<file path="config.mk">
export PLATFORM = sky130hd
export DESIGN_NAME = waypoint_step_limited_guidance
export DESIGN_NICKNAME = d
export VERILOG_FILES = /design/src/rtl/core/wpsg_pkg.sv /design/src/rtl/core/wpsg_ram.sv /design/src/rtl/core/waypoint_step_limited_guidance.sv
export SDC_FILE = /design/constraint.sdc
export NUM_CORES = 2
export LEC_CHECK = 0
export ABC_AREA = 1
export BUFFER_PORTS_ARGS = -buffer_cell sky130_fd_sc_hd__buf_2
export CORE_ASPECT_RATIO = 0.9
export CORE_MARGIN = 2
export CORE_UTILIZATION = 37
export CTS_CLUSTER_DIAMETER = 100
export DETAILED_ROUTE_END_ITERATION = 7
export MAX_ROUTING_LAYER = met4
export PLACE_DENSITY = 0.5
export SLEW_MARGIN = 20
export SYNTH_ARGS = -nofsm -noshare
export SYNTH_HDL_FRONTEND = slang
export SYNTH_SLANG_ARGS = --single-unit
</file>
<file path="constraint.sdc">
create_clock -name aclk -period 6.37 [get_ports aclk]
set_clock_uncertainty 0.1 [all_clocks]
set_input_delay 1.274 -clock aclk [delete_from_list [all_inputs] [get_ports aclk]]
set_output_delay 1.274 -clock aclk [all_outputs]
set_load 0.05 [all_outputs]
</file>
<file path="src/rtl/core/wpsg_pkg.sv">
`timescale 1ns / 1ps
package wpsg_pkg;
    localparam int CW = 16;
    localparam int DW = CW + 1;
    localparam int SW = 2 * DW + 2;
    localparam int CORDIC_STEPS = 16;
    localparam int ZW = 22;
    localparam int CXW = 34;
    localparam int MAX_WAYPOINTS = 16;
    localparam logic signed [ZW-1:0] ANGLE_PI = 22'sd524288;

    localparam logic [1:0] CFG_COUNT  = 2'd0;
    localparam logic [1:0] CFG_STEP   = 2'd1;
    localparam logic [1:0] CFG_RADIUS = 2'd2;

    localparam logic OP_WRITE = 1'b0;

    typedef enum logic [8:0] {
        ST_IDLE   = 9'b000000001,
        ST_READ   = 9'b000000010,
        ST_SQUARE = 9'b000000100,
        ST_SQRT   = 9'b000001000,
        ST_MUL    = 9'b000010000,
        ST_DIV    = 9'b000100000,
        ST_CORDIC = 9'b001000000,
        ST_OUT    = 9'b010000000,
        ST_WAIT   = 9'b100000000
    } state_t;

    function automatic logic signed [ZW-1:0] atan_entry(input logic [3:0] i);
        logic signed [ZW-1:0] v;
        unique case (i)
            4'd0: v = 22'sd131072;
            4'd1: v = 22'sd77376;
            4'd2: v = 22'sd40884;
            4'd3: v = 22'sd20753;
            4'd4: v = 22'sd10417;
            4'd5: v = 22'sd5213;
            4'd6: v = 22'sd2607;
            4'd7: v = 22'sd1304;
            4'd8: v = 22'sd652;
            4'd9: v = 22'sd326;
            4'd10: v = 22'sd163;
            4'd11: v = 22'sd81;
            4'd12: v = 22'sd41;
            4'd13: v = 22'sd20;
            4'd14: v = 22'sd10;
            default: v = 22'sd5;
        endcase
        return v;
    endfunction
endpackage

</file>
<file path="src/rtl/core/wpsg_ram.sv">
`timescale 1ns / 1ps
module wpsg_ram #(
    parameter int WIDTH = 48,
    parameter int DEPTH = 16
) (
    input  logic                     aclk,
    input  logic                     wr_en,
    input  logic [$clog2(DEPTH)-1:0] wr_addr,
    input  logic [WIDTH-1:0]         wr_data,
    input  logic [$clog2(DEPTH)-1:0] rd_addr,
    output logic [WIDTH-1:0]         rd_data
);
    logic [WIDTH-1:0] mem [DEPTH];

    always_ff @(posedge aclk) begin
        if (wr_en) begin
            mem[wr_addr] <= wr_data;
        end
        rd_data <= mem[rd_addr];
    end
endmodule

</file>
<file path="src/rtl/core/waypoint_step_limited_guidance.sv">
`timescale 1ns / 1ps
// waypoint follower with a step-limited target
// input channel s_*: opcode 0 writes one table slot and gives no result, opcode 1 is a
// pose sample and gives one result on m_*. config channel cfg_*: index 0 waypoint count,
// 1 step limit, 2 arrival radius; write only while idle.
// a table write is taken while idle without leaving it, so writes may follow every cycle.
// a pose is worked through read, squares (one bit a cycle), compare and cordic when the
// step is not limited; when it is limited the compare is followed by root (two bits a
// cycle), then per axis a product and a quotient, and then the cordic.
// one request is worked at a time; s_ready is high only while idle, so the next request
// is taken only once the result before it has been taken on m_*.
// the result is held in an output register until m_ready; no new request is
// taken while it waits. reset returns the index to 0 and the registers to
// count 5, step 256, radius 128; table contents stay undefined until written.
module waypoint_step_limited_guidance
    import wpsg_pkg::*;
(
    input  logic                 aclk,
    input  logic                 aresetn,
    input  logic                 s_valid,
    output logic                 s_ready,
    input  logic                 s_opcode,
    input  logic [3:0]           s_entry_index,
    input  logic signed [CW-1:0] s_coord_x,
    input  logic signed [CW-1:0] s_coord_y,
    input  logic signed [CW-1:0] s_coord_z,
    input  logic                 cfg_valid,
    output logic                 cfg_ready,
    input  logic [1:0]           cfg_index,
    input  logic [14:0]          cfg_data,
    output logic                 m_valid,
    input  logic                 m_ready,
    output logic signed [CW-1:0] m_target_x,
    output logic signed [CW-1:0] m_target_y,
    output logic signed [CW-1:0] m_target_z,
    output logic signed [CW-1:0] m_target_heading,
    output logic [3:0]           m_active_slot,
    output logic                 m_reached
);
    localparam int AW = $clog2(MAX_WAYPOINTS);
    localparam int MW = 3 * CW;
    localparam int PW = DW + 15;
    localparam int LW = DW + 1;
    localparam int RW = LW + 4;
    localparam int SQ_STEPS = SW / 2;

    state_t state_reg, state_next;

    logic [4:0]  count_reg;
    logic [14:0] step_reg, radius_reg;
    logic [3:0]  index_reg;
    logic [3:0]  slot_reg;
    logic        reached_reg;

    logic signed [CW-1:0] px_reg, py_reg, pz_reg;
    logic signed [DW-1:0] d_reg [3];
    logic signed [CW-1:0] t_reg [3];
    logic [5:0]           cnt_reg;
    logic [1:0]           k_reg;

    // squares: multiplicand shifts left, multiplier shifts out one bit a cycle
    logic [SW-1:0]  s_reg;
    logic [SW-1:0]  mcand_reg;
    logic [DW-1:0]  mplier_reg;
    // root, two bits of the sum a cycle
    logic [RW-1:0]  rem_reg;
    logic [LW-1:0]  root_reg;
    // product and quotient
    logic [PW-1:0]  prod_reg;
    logic [LW-1:0]  qrem_reg;
    logic [CW-1:0]  quo_reg;
    // cordic
    logic signed [CXW-1:0] cx_reg, cy_reg;
    logic signed [ZW-1:0]  cz_reg;
    logic [3:0]            ci_reg;

    logic [MW-1:0] ram_rd;
    logic [AW-1:0] ram_wa, ram_ra;
    logic          ram_we;

    function automatic logic [DW-1:0] mag_of(input logic signed [DW-1:0] v);
        return v[DW-1] ? DW'(-v) : DW'(v);
    endfunction

    logic [4:0] cnt_eff;
    logic [3:0] slot_c;
    always_comb begin
        cnt_eff = (count_reg == 5'd0) ? 5'd1 : count_reg;
        if (cnt_eff > 5'(MAX_WAYPOINTS)) cnt_eff = 5'(MAX_WAYPOINTS);
        slot_c = ({1'b0, index_reg} < cnt_eff) ? index_reg : 4'd0;
    end

    assign ram_we = s_valid && s_ready && (s_opcode == OP_WRITE)
                    && ({1'b0, s_entry_index} < 5'(MAX_WAYPOINTS));
    assign ram_wa = AW'(s_entry_index);
    // the slot is read at the edge that takes the pose
    assign ram_ra = AW'(slot_c);

    wpsg_ram #(.WIDTH(MW), .DEPTH(MAX_WAYPOINTS)) u_table (
        .aclk    (aclk),
        .wr_en   (ram_we),
        .wr_addr (ram_wa),
        .wr_data ({s_coord_z, s_coord_y, s_coord_x}),
        .rd_addr (ram_ra),
        .rd_data (ram_rd)
    );

    assign s_ready   = (state_reg == ST_IDLE);
    assign cfg_ready = (state_reg == ST_IDLE);

    always_ff @(posedge aclk) begin
        if (!aresetn) begin
            count_reg  <= 5'd5;
            step_reg   <= 15'd256;
            radius_reg <= 15'd128;
        end else if (cfg_valid && cfg_ready) begin
            unique case (cfg_index)
                CFG_COUNT:  count_reg  <= cfg_data[4:0];
                CFG_STEP:   step_reg   <= cfg_data;
                CFG_RADIUS: radius_reg <= cfg_data;
                default: ;
            endcase
        end
    end

    // combinational helpers
    logic signed [CW-1:0] wx, wy, wz;
    logic signed [DW-1:0] dx_n, dy_n, dz_n;
    logic signed [DW-1:0] d_k, d_nx;
    logic signed [CW-1:0] p_k;
    logic [29:0]          step_sq, radius_sq;
    logic                 limited_c;
    logic [RW-1:0]        rem_sh, rtrial;
    logic [LW:0]          q_sh;
    logic [LW+1:0]        q_dif;
    logic                 q_bit;
    logic [CW-1:0]        quo_nx;
    logic signed [LW-1:0] t_sum;
    logic signed [CW-1:0] t_sat;

    always_comb begin
        wx   = $signed(ram_rd[CW-1:0]);
        wy   = $signed(ram_rd[2*CW-1:CW]);
        wz   = $signed(ram_rd[3*CW-1:2*CW]);
        dx_n = DW'(wx) - DW'(px_reg);
        dy_n = DW'(wy) - DW'(py_reg);
        dz_n = DW'(wz) - DW'(pz_reg);
    end

    always_comb begin
        unique case (k_reg)
            2'd0: begin
                d_k  = d_reg[0];
                d_nx = d_reg[1];
                p_k  = px_reg;
            end
            2'd1: begin
                d_k  = d_reg[1];
                d_nx = d_reg[2];
                p_k  = py_reg;
            end
            default: begin
                d_k  = d_reg[2];
                d_nx = d_reg[2];
                p_k  = pz_reg;
            end
        endcase
    end

    always_comb begin
        step_sq   = 30'(step_reg) * 30'(step_reg);
        radius_sq = 30'(radius_reg) * 30'(radius_reg);
        limited_c = s_reg > SW'(step_sq);
        rem_sh    = {rem_reg[RW-3:0], s_reg[SW-1:SW-2]};
        rtrial    = RW'({root_reg, 2'b01});
        q_sh      = {qrem_reg, prod_reg[PW-1]};
        q_dif     = {1'b0, q_sh} - {2'b00, root_reg};
        q_bit     = !q_dif[LW+1];
        quo_nx    = {quo_reg[CW-2:0], q_bit};
        // the quotient never exceeds the step limit, so 16 bits hold it
        t_sum = d_k[DW-1] ? (LW'(p_k) - LW'($signed({2'b00, quo_nx})))
                          : (LW'(p_k) + LW'($signed({2'b00, quo_nx})));
        if (t_sum > LW'(32767))
            t_sat = {1'b0, {(CW-1){1'b1}}};
        else if (t_sum < -LW'(32768))
            t_sat = {1'b1, {(CW-1){1'b0}}};
        else
            t_sat = t_sum[CW-1:0];
    end

    always_comb begin
        state_next = state_reg;
        unique case (state_reg)
            ST_IDLE:   if (s_valid && s_opcode != OP_WRITE) state_next = ST_READ;
            ST_READ:   state_next = ST_SQUARE;
            ST_SQUARE: if (k_reg == 2'd2 && cnt_reg == 6'(DW-1)) state_next = ST_WAIT;
            ST_WAIT:   state_next = limited_c ? ST_SQRT : ST_CORDIC;
            ST_SQRT:   if (cnt_reg == 6'(SQ_STEPS-1)) state_next = ST_MUL;
            ST_MUL:    if (cnt_reg == 6'd14) state_next = ST_DIV;
            ST_DIV:    if (cnt_reg == 6'(PW-1))
                           state_next = (k_reg == 2'd2) ? ST_CORDIC : ST_MUL;
            ST_CORDIC: if (ci_reg == 4'(CORDIC_STEPS-1)) state_next = ST_OUT;
            ST_OUT:    if (m_ready) state_next = ST_IDLE;
            default:   state_next = ST_IDLE;
        endcase
    end

    always_ff @(posedge aclk) begin
        if (!aresetn) begin
            state_reg <= ST_IDLE;
            index_reg <= 4'd0;
        end else begin
            state_reg <= state_next;
            if (state_reg == ST_OUT && m_ready) begin
                if (reached_reg)
                    index_reg <= ({1'b0, slot_reg} + 5'd1 >= cnt_eff) ? 4'd0 : slot_reg + 4'd1;
                else
                    index_reg <= slot_reg;
            end
        end
    end

    always_ff @(posedge aclk) begin
        unique case (state_reg)
            ST_IDLE: begin
                px_reg   <= s_coord_x;
                py_reg   <= s_coord_y;
                pz_reg   <= s_coord_z;
                slot_reg <= slot_c;
            end
            ST_READ: begin
                d_reg[0]   <= dx_n;
                d_reg[1]   <= dy_n;
                d_reg[2]   <= dz_n;
                t_reg[0]   <= wx;
                t_reg[1]   <= wy;
                t_reg[2]   <= wz;
                s_reg      <= '0;
                mcand_reg  <= SW'(mag_of(dx_n));
                mplier_reg <= mag_of(dx_n);
                cnt_reg    <= '0;
                k_reg      <= 2'd0;
            end
            ST_SQUARE: begin
                if (mplier_reg[0])
                    s_reg <= s_reg + mcand_reg;
                if (cnt_reg == 6'(DW-1)) begin
                    mcand_reg  <= SW'(mag_of(d_nx));
                    mplier_reg <= mag_of(d_nx);
                    cnt_reg    <= '0;
                    k_reg      <= k_reg + 2'd1;
                end else begin
                    mcand_reg  <= mcand_reg << 1;
                    mplier_reg <= mplier_reg >> 1;
                    cnt_reg    <= cnt_reg + 6'd1;
                end
            end
            ST_WAIT: begin
                reached_reg <= s_reg < SW'(radius_sq);
                rem_reg     <= '0;
                root_reg    <= '0;
                cnt_reg     <= '0;
                k_reg       <= 2'd0;
            end
            ST_SQRT: begin
                if (rem_sh >= rtrial) begin
                    rem_reg  <= rem_sh - rtrial;
                    root_reg <= {root_reg[LW-2:0], 1'b1};
                end else begin
                    rem_reg  <= rem_sh;
                    root_reg <= {root_reg[LW-2:0], 1'b0};
                end
                s_reg <= s_reg << 2;
                if (cnt_reg == 6'(SQ_STEPS-1)) begin
                    cnt_reg  <= '0;
                    prod_reg <= '0;
                end else begin
                    cnt_reg <= cnt_reg + 6'd1;
                end
            end
            ST_MUL: begin
                // product |d| * step, one bit of step a cycle
                if (step_reg[4'(6'd14 - cnt_reg)])
                    prod_reg <= (prod_reg << 1) + PW'(mag_of(d_k));
                else
                    prod_reg <= prod_reg << 1;
                if (cnt_reg == 6'd14) begin
                    cnt_reg  <= '0;
                    qrem_reg <= '0;
                    quo_reg  <= '0;
                end else begin
                    cnt_reg <= cnt_reg + 6'd1;
                end
            end
            ST_DIV: begin
                qrem_reg <= q_bit ? q_dif[LW-1:0] : q_sh[LW-1:0];
                quo_reg  <= quo_nx;
                if (cnt_reg == 6'(PW-1)) begin
                    // saturating add of the finished quotient
                    t_reg[k_reg] <= t_sat;
                    cnt_reg      <= '0;
                    k_reg        <= k_reg + 2'd1;
                    prod_reg     <= '0;
                end else begin
                    prod_reg <= prod_reg << 1;
                    cnt_reg  <= cnt_reg + 6'd1;
                end
            end
            default: ;
        endcase
    end

    // cordic start vector: turned by pi when x is negative
    logic signed [CXW-1:0] x0, y0;
    logic signed [ZW-1:0]  z0;
    always_comb begin
        x0 = CXW'(d_reg[0]) <<< (30 - CW);
        y0 = CXW'(d_reg[1]) <<< (30 - CW);
        z0 = '0;
        if (x0 < 0) begin
            z0 = (y0 >= 0) ? ANGLE_PI : -ANGLE_PI;
            x0 = -x0;
            y0 = -y0;
        end
    end

    logic signed [CXW-1:0] shx, shy;
    always_comb begin
        shx = cx_reg >>> ci_reg;
        shy = cy_reg >>> ci_reg;
    end

    // cordic: one vectoring step a cycle, loaded until it starts, held while the result waits
    always_ff @(posedge aclk) begin
        if (state_reg == ST_CORDIC) begin
            if (cy_reg >= 0) begin
                cx_reg <= cx_reg + shy;
                cy_reg <= cy_reg - shx;
                cz_reg <= cz_reg + atan_entry(ci_reg);
            end else begin
                cx_reg <= cx_reg - shy;
                cy_reg <= cy_reg + shx;
                cz_reg <= cz_reg - atan_entry(ci_reg);
            end
            ci_reg <= ci_reg + 4'd1;
        end else if (state_reg != ST_OUT) begin
            cx_reg <= x0;
            cy_reg <= y0;
            cz_reg <= z0;
            ci_reg <= '0;
        end
    end

    logic signed [ZW-1:0] zr;
    assign zr = (cz_reg + ZW'(8)) >>> 4;

    assign m_valid          = (state_reg == ST_OUT);
    assign m_target_x       = t_reg[0];
    assign m_target_y       = t_reg[1];
    assign m_target_z       = t_reg[2];
    assign m_target_heading = (d_reg[0] == '0 && d_reg[1] == '0) ? '0 : zr[CW-1:0];
    assign m_active_slot    = slot_reg;
    assign m_reached        = reached_reg;

    a_one_hot: assert property (@(posedge aclk) disable iff (!aresetn) $onehot(state_reg))
        else $error("state not one-hot");
    a_ready_idle: assert property (@(posedge aclk) disable iff (!aresetn)
        m_valid |-> !s_ready) else $error("input taken while result waits");
    a_out_hold: assert property (@(posedge aclk) disable iff (!aresetn)
        m_valid && !m_ready |=> m_valid && $stable(m_active_slot))
        else $error("result dropped");
    a_slot_range: assert property (@(posedge aclk) disable iff (!aresetn)
        m_valid |-> ({1'b0, m_active_slot} < 5'(MAX_WAYPOINTS)))
        else $error("slot out of range");
endmodule

</file>
After elaboration in Yosys (flattened, before gate mapping)
Memory sizes are Yosys's and may differ from the RTL's. A register that Yosys moved wholly into a read port is not among the register bits.
Index checks and enable logic that the tools add are counted.
{"block": "word_totals", "reg_bits": 395, "mem_count": 5, "latchBits": 0, "out_inout_bits": 72, "mem_bits_rw": 867, "romBits": 576, "inputBits": 75, "word_cells": 217}
{"block": "op_classes", "n_reduce_logical": 31, "div": 0, "bitwise_logic": 1, "mux": 85, "n_eq_ne": 28, "addsub": 27, "n_lt_le_gt_ge": 12, "n_shift": 2, "multipliers": 2}
{"name": "u_table.mem", "depth": 16, "width": 48, "read_ports": 1, "rd_ports_with_merged_regs": 1, "wr": 1, "line": "wpsg_ram.sv:13", "rtl": "logic [WIDTH-1:0] mem [DEPTH];"}
{"name": "(no name shown)", "depth": 16, "width": 18, "read_ports": 1, "rd_ports_with_merged_regs": 1, "wr": 0, "line": "wpsg_pkg.sv:32", "rtl": "unique case (i)"}
{"name": "(no name shown)", "depth": 16, "width": 18, "read_ports": 1, "rd_ports_with_merged_regs": 1, "wr": 0, "line": "wpsg_pkg.sv:32"}
{"name": "d_reg", "depth": 3, "width": 17, "read_ports": 3, "rd_ports_with_merged_regs": 0, "wr": 3, "line": "waypoint_step_limited_guidance.sv:56", "rtl": "logic signed [DW-1:0] d_reg [3];"}
{"name": "t_reg", "depth": 3, "width": 16, "read_ports": 3, "rd_ports_with_merged_regs": 0, "wr": 3, "line": "waypoint_step_limited_guidance.sv:57", "rtl": "logic signed [CW-1:0] t_reg [3];"}
{"operator": "$mux W34", "count": 8}
{"operator": "$mux W22", "count": 9}
{"operator": "$pmux W36 S3", "count": 1}
{"operator": "$mux W32", "count": 3}
{"operator": "$pmux W32 S3", "count": 1}
{"operator": "$mux W17", "count": 5}
{"operator": "$pmux W9 S9", "count": 1}
{"operator": "$mux W36", "count": 2}
{"operator": "$pmux W18 S2", "count": 2}
{"operator": "$pmux W36 S2", "count": 1}
{"operator": "$add A34 B34 Y34", "count": 2}
{"operator": "$neg A31 Y34", "count": 2}
{"operator": "$pmux W17 S2", "count": 2}
{"operator": "$sshr A34 B4 Y34", "count": 2}
{"operator": "$sub A34 B34 Y34", "count": 2}
{"operator": "$mux W16", "count": 4}
{"operator": "$mux W9", "count": 7}
{"operator": "$mul A15 B15 Y30", "count": 2}
{"operator": "$mux W18", "count": 3}
{"operator": "$neg A17 Y17", "count": 3}
{"operator": "$sub A16 B16 Y17", "count": 3}
{"operator": "$pmux W20 S2", "count": 1}
{"operator": "$add A36 B36 Y36", "count": 1}
{"operator": "$gt A36 B30 Y1", "count": 1}
{"operator": "other kinds (68)", "count": 120}

Longest topological paths before layout
{"block": "logic_depth", "ltp_word": 8, "depth_mapped": 37}

Hierarchy
A second synthesis with hierarchy kept.
{"block": "unflattened", "cells_unflattened": 10692, "hier_area_um2": 89478.3}
{"module": "waypoint_step_limited_guidance", "n_inst": 1, "cells_each": 7527, "area_per_inst_um2": 55489.5}
{"module": "wpsg_ram", "n_inst": 1, "cells_each": 3165, "area_per_inst_um2": 33988.8}

Worst setup path after synthesis
Ideal clock, no wire load.
{"block": "synth_path", "path_kind": "register -> register", "from": "reg step_reg[10]", "to": "reg state_reg[6]", "setup_slack_ps": -324, "path_buffers": 2, "t_required_ps": 6196, "setup_time_ps": 74, "arrival_time_ps": 6520, "stages_incl_launch_ff": 37, "path_cell_list": "dfxtp_1 clkbuf_1 clkbuf_1 nand2_1 inv_1 fa_1 inv_1 fa_1 inv_1 fa_1 inv_1 fa_1 inv_1 fa_1 inv_1 fa_1 inv_1 ha_1 a21oi_1 o21ai_0 nand2_1 o211ai_1 nand2_1 nand3_1 nand2_1 nand2_1 nand2_1 nand2_1 a21oi_1 xor2_1 ha_1 a2111oi_0 o211a_1 nand3_1 nand2_1 nand2_1 a31oi_1"}
{"block": "synth_between", "elab_chain_len": 4}
{"element": "start: declaration", "line": "waypoint_step_limited_guidance.sv:50", "rtl": "logic [14:0] step_reg, radius_reg;"}
{"element": "start signal: assignment", "line": "waypoint_step_limited_guidance.sv:119", "rtl": "CFG_STEP: step_reg <= cfg_data;"}
{"element": "$mul A15 B15 Y30", "line": "waypoint_step_limited_guidance.sv:171", "rtl": "step_sq = 30'(step_reg) * 30'(step_reg);"}
{"element": "$gt A36 B30 Y1", "line": "waypoint_step_limited_guidance.sv:173", "rtl": "limited_c = s_reg > SW'(step_sq);"}
{"element": "$mux W7", "line": "waypoint_step_limited_guidance.sv:197", "rtl": "ST_WAIT: state_next = limited_c ? ST_SQRT : ST_CORDIC;"}
{"element": "$pmux W9 S9", "line": "waypoint_step_limited_guidance.sv:193", "rtl": "unique case (state_reg)"}
{"element": "end signal: assignment", "line": "waypoint_step_limited_guidance.sv:213", "rtl": "state_reg <= state_next;"}
{"element": "end: declaration", "line": "waypoint_step_limited_guidance.sv:47", "rtl": "state_t state_reg, state_next;"}
Every way passes these cells.
A chain may end at the register's enable or synchronous reset.

Worst setup path after layout
{"block": "layout_path", "from": "reg step_reg[3]", "to": "reg state_reg[6]"}
Same word-level chain as after synthesis.

==> metrics.cfg <==
[place]
routability_congestion=0.947
detailedPlacementHpwl_mm=205
place.port_buffers=146
pre_cts_ws_ns=-0.501

[critical_path]
critical-path-slowest-cell=fa_2
regToRegSetupSlack_ns=-0.30
signal_arrival_time_at_the_worst_endpoint_ns=7.25
timing_worst_setup_path_type=reg2reg
cp-start-kind=flop
path_common_cell=nand2_1
crit_required_ns=6.96
end_kind=flop
worst_path_largest_cell_delay_ns=0.59
worst-path-max-fanout=8

[global_route]
grt_start_max_net_pins=197
gr-usage-all-layers_pct=24.3
antenna_found_initial=28
gr_layer_usage_met1_pct=33.6
first_global_vias=67565
global_route.usage.met2_pct=37.2
first_pass_grt_wire_length_mm=430
global_route.overflow_total=0
global_route.usage.met3_pct=3.01
busiest_layer_in_global_routing=met2

[floorplan]
rows=168
start_util_pct=37.2
floorplan.die_area_mm2=0.238
top_level_ports=147
die_x_um=513
coreArea_mm2=0.232
floorplan.die.height_um=463

[pwr]
seq_power_share_pct=31.8
combPwrFrac_pct=41.9
power.net_switching_w=0.0145
cellPowerDensity_mw_per_mm2=351
leakagePower_nw=43.0
power.total_w=0.0347
power_frac_clock_pct=26.3
power.switching_fraction_pct=41.7
cellInternalPower_w=0.0202
vdd_drop_max_uv=324

[layout]
fin_util_pct=42.6
finish.net_count=10887
largest_reg_flops=768
drive_above_1_share_pct=10.6
synthToLayoutAreaGrowth_pct=14.5

[timing]
grt_setup_unrepaired=yes
period_share_pct=105
fmax_mhz=150
finalSetupViolations=3
hold_violations=0
slew_viol_final=0
min_period_ns=6.67
final.setup.worst_slack_ns=-0.296
maxSlewHeadroom_pct=26.7
max_slew.worst_pin.slew_ns=1.10

[synth]
synth_enable_flop_cells=1212
postSynthRegisterBits=1326
post_synth_most_frequent_cells=nand2_1 (1808), edfxtp_1 (1212), inv_1 (1146)
count_of_unique_library_cells_instantiated_by_yosys=69
synth.yosys.warnings=0
netlist_instances=9691
syn-mean-instance-area_um2=8.92
yosysTopAreaCell=edfxtp_1
synth_most_common_cell=nand2_1
async_flop_share_pct=0
synthTopCellsByArea=edfxtp_1 (42%), nand2_1 (7.9%), ha_1 (7.4%)
synth_top_area_share_pct=42.1
yosysSeqAreaShare_pct=44.7
synth_nets=10563
netlist_area_mm2=0.0864
synthFlopType=edfxtp_1

[clock_network]
path_clk_slew_ns=0.06
tritoncts=built
ctsLongestPathBuffers=3
ctsHoldBuffers=0
ctsHtreeMaxLevel=4
cts.root.buffer_cell=clkbuf_16
tritoncts.num_buffers=152
cts_num_sinks=1326
clk-insertion-delay-late_ns=0.82

[detailed_routing]
wl_per_cell_um=21.5
drcViolationCount=0
dr.first_iter.drc_count=5741
drt_pass1_iterations=6
detail_route.wirelength_mm=284
drt-vias-per-instance=5.24
final_antenna_net_count=0
dr_total_vias=69265

[worst_hold_path]
hold_path.class=reg2reg

[status]
violated_checks=setup timing
outcome=complete, but fails checks

[flow_run]
maxCapViolCount=0

[worst paths after layout]
path	from	endpoint	cells after the start
worst min register to register	count_reg[1]	count_reg[1]	2
worst max register to register	step_reg[3]	state_reg[6]	33
worst max-delay path	step_reg[3]	state_reg[6]	33
worst min-delay path	count_reg[1]	count_reg[1]	2
[power by group through the flow]
stage	Combinational [W]	Sequential (W)	Clock (W)
detailed placement	0.0142	0.0112	0
CTS	0.0144	0.0111	0.00933
global route	0.0161	0.0111	0.00965
global placement	0.0141	0.0112	0
floorplan	0.00933	0.0109	0
finish	0.0146	0.0111	0.00913
[area by class of cell]
type | instances | area (µm²)
inverter | 1173 | 4420
fill | 22860 | 134000
clock buffer | 208 | 4180
multi-input combinational | 6837 | 42800
antenna | 18 | 45.0
sequential | 1326 | 38800
clock inverter | 70 | 978
timing repair buffer | 525 | 3920
tap | 3060 | 3830
[layer usage]
metal	routed length, µm	vias up
li1	-	33674
met1	133000	33456
met2	128000	1758
met3	14000	377
met4	9030	0
met5	0	-
[stage by stage]
stage / std cells / hold slack (ns) / TNS [ns] / instance area, µm²
6_report: 13217 / 0.397 / -0.630 / 98900
5_1_grt: 13216 / 0.433 / -1.66 / 98900
2_1_floorplan: 9691 / 0.354 / -0.0000231 / 86600
3_5_place_dp: 12892 / 0.382 / -1.40 / 92600
4_1_cts: 13184 / 0.394 / -0.571 / 98300
3_3_place_gp: 12892 / 0.378 / -1.21 / 92600
[repair_timing]
action | in CTS | in global routing
gates resized for setup | 128 | 114
pin swaps | 49 | 95
buffers inserted | 14 | 14
cloned | 0 | 0
endpoints found under the setup margin | 3 | 7
[logic make-up after synthesis]
kind of cell | after synthesis | synth area share (%)
adder cells (fa/ha/maj) | 797 | 14.0
AND/OR/NAND/NOR | 3801 | 18.5
buffers and inverters | 1528 | 6.89
flip-flops | 1326 | 44.7
XOR/XNOR | 288 | 2.92
AO/OA/AOI/OAI | 1951 | 13.0
[cell usage in the layout, fill, tap and decap left out, types with 25 or more instances in the layout]
| cell type | instances |
|---|---|
| edfxtp_1 | 1212 |
| ha_1 | 490 |
| o21ai_1 | 33 |
| fa_1 | 272 |
| a31oi_1 | 37 |
| a21o_1 | 30 |
| inv_2 | 42 |
| o221ai_1 | 25 |
| a21oi_1 | 527 |
| nor2_4 | 27 |
| or2_2 | 25 |
| dfxtp_1 | 85 |
| xnor2_1 | 101 |
| nand2_1 | 1774 |
| o21ai_0 | 795 |
| clkbuf_1 | 42 |
| o211ai_1 | 88 |
| o21a_1 | 33 |
| nand4_1 | 52 |
| nor3_1 | 85 |
| buf_4 | 340 |
| buf_2 | 146 |
| o21bai_1 | 216 |
| nor2_1 | 890 |
| clkbuf_16 | 154 |
| nand2_2 | 45 |
| a211oi_1 | 33 |
| nand3_1 | 798 |
| inv_1 | 1118 |
| xor2_1 | 183 |
[critical path, delay by kind of cell, from the launching register on]
kind | cells | cell delay (ns)
compound gates | 5 | 0.91
xor+xnor | 1 | 0.24
fa+ha+maj | 8 | 3.69
buf+inv | 6 | 0.36
flops | 1 | 0.36
simple gates | 13 | 0.89
Power figures use the tool's default switching activity.
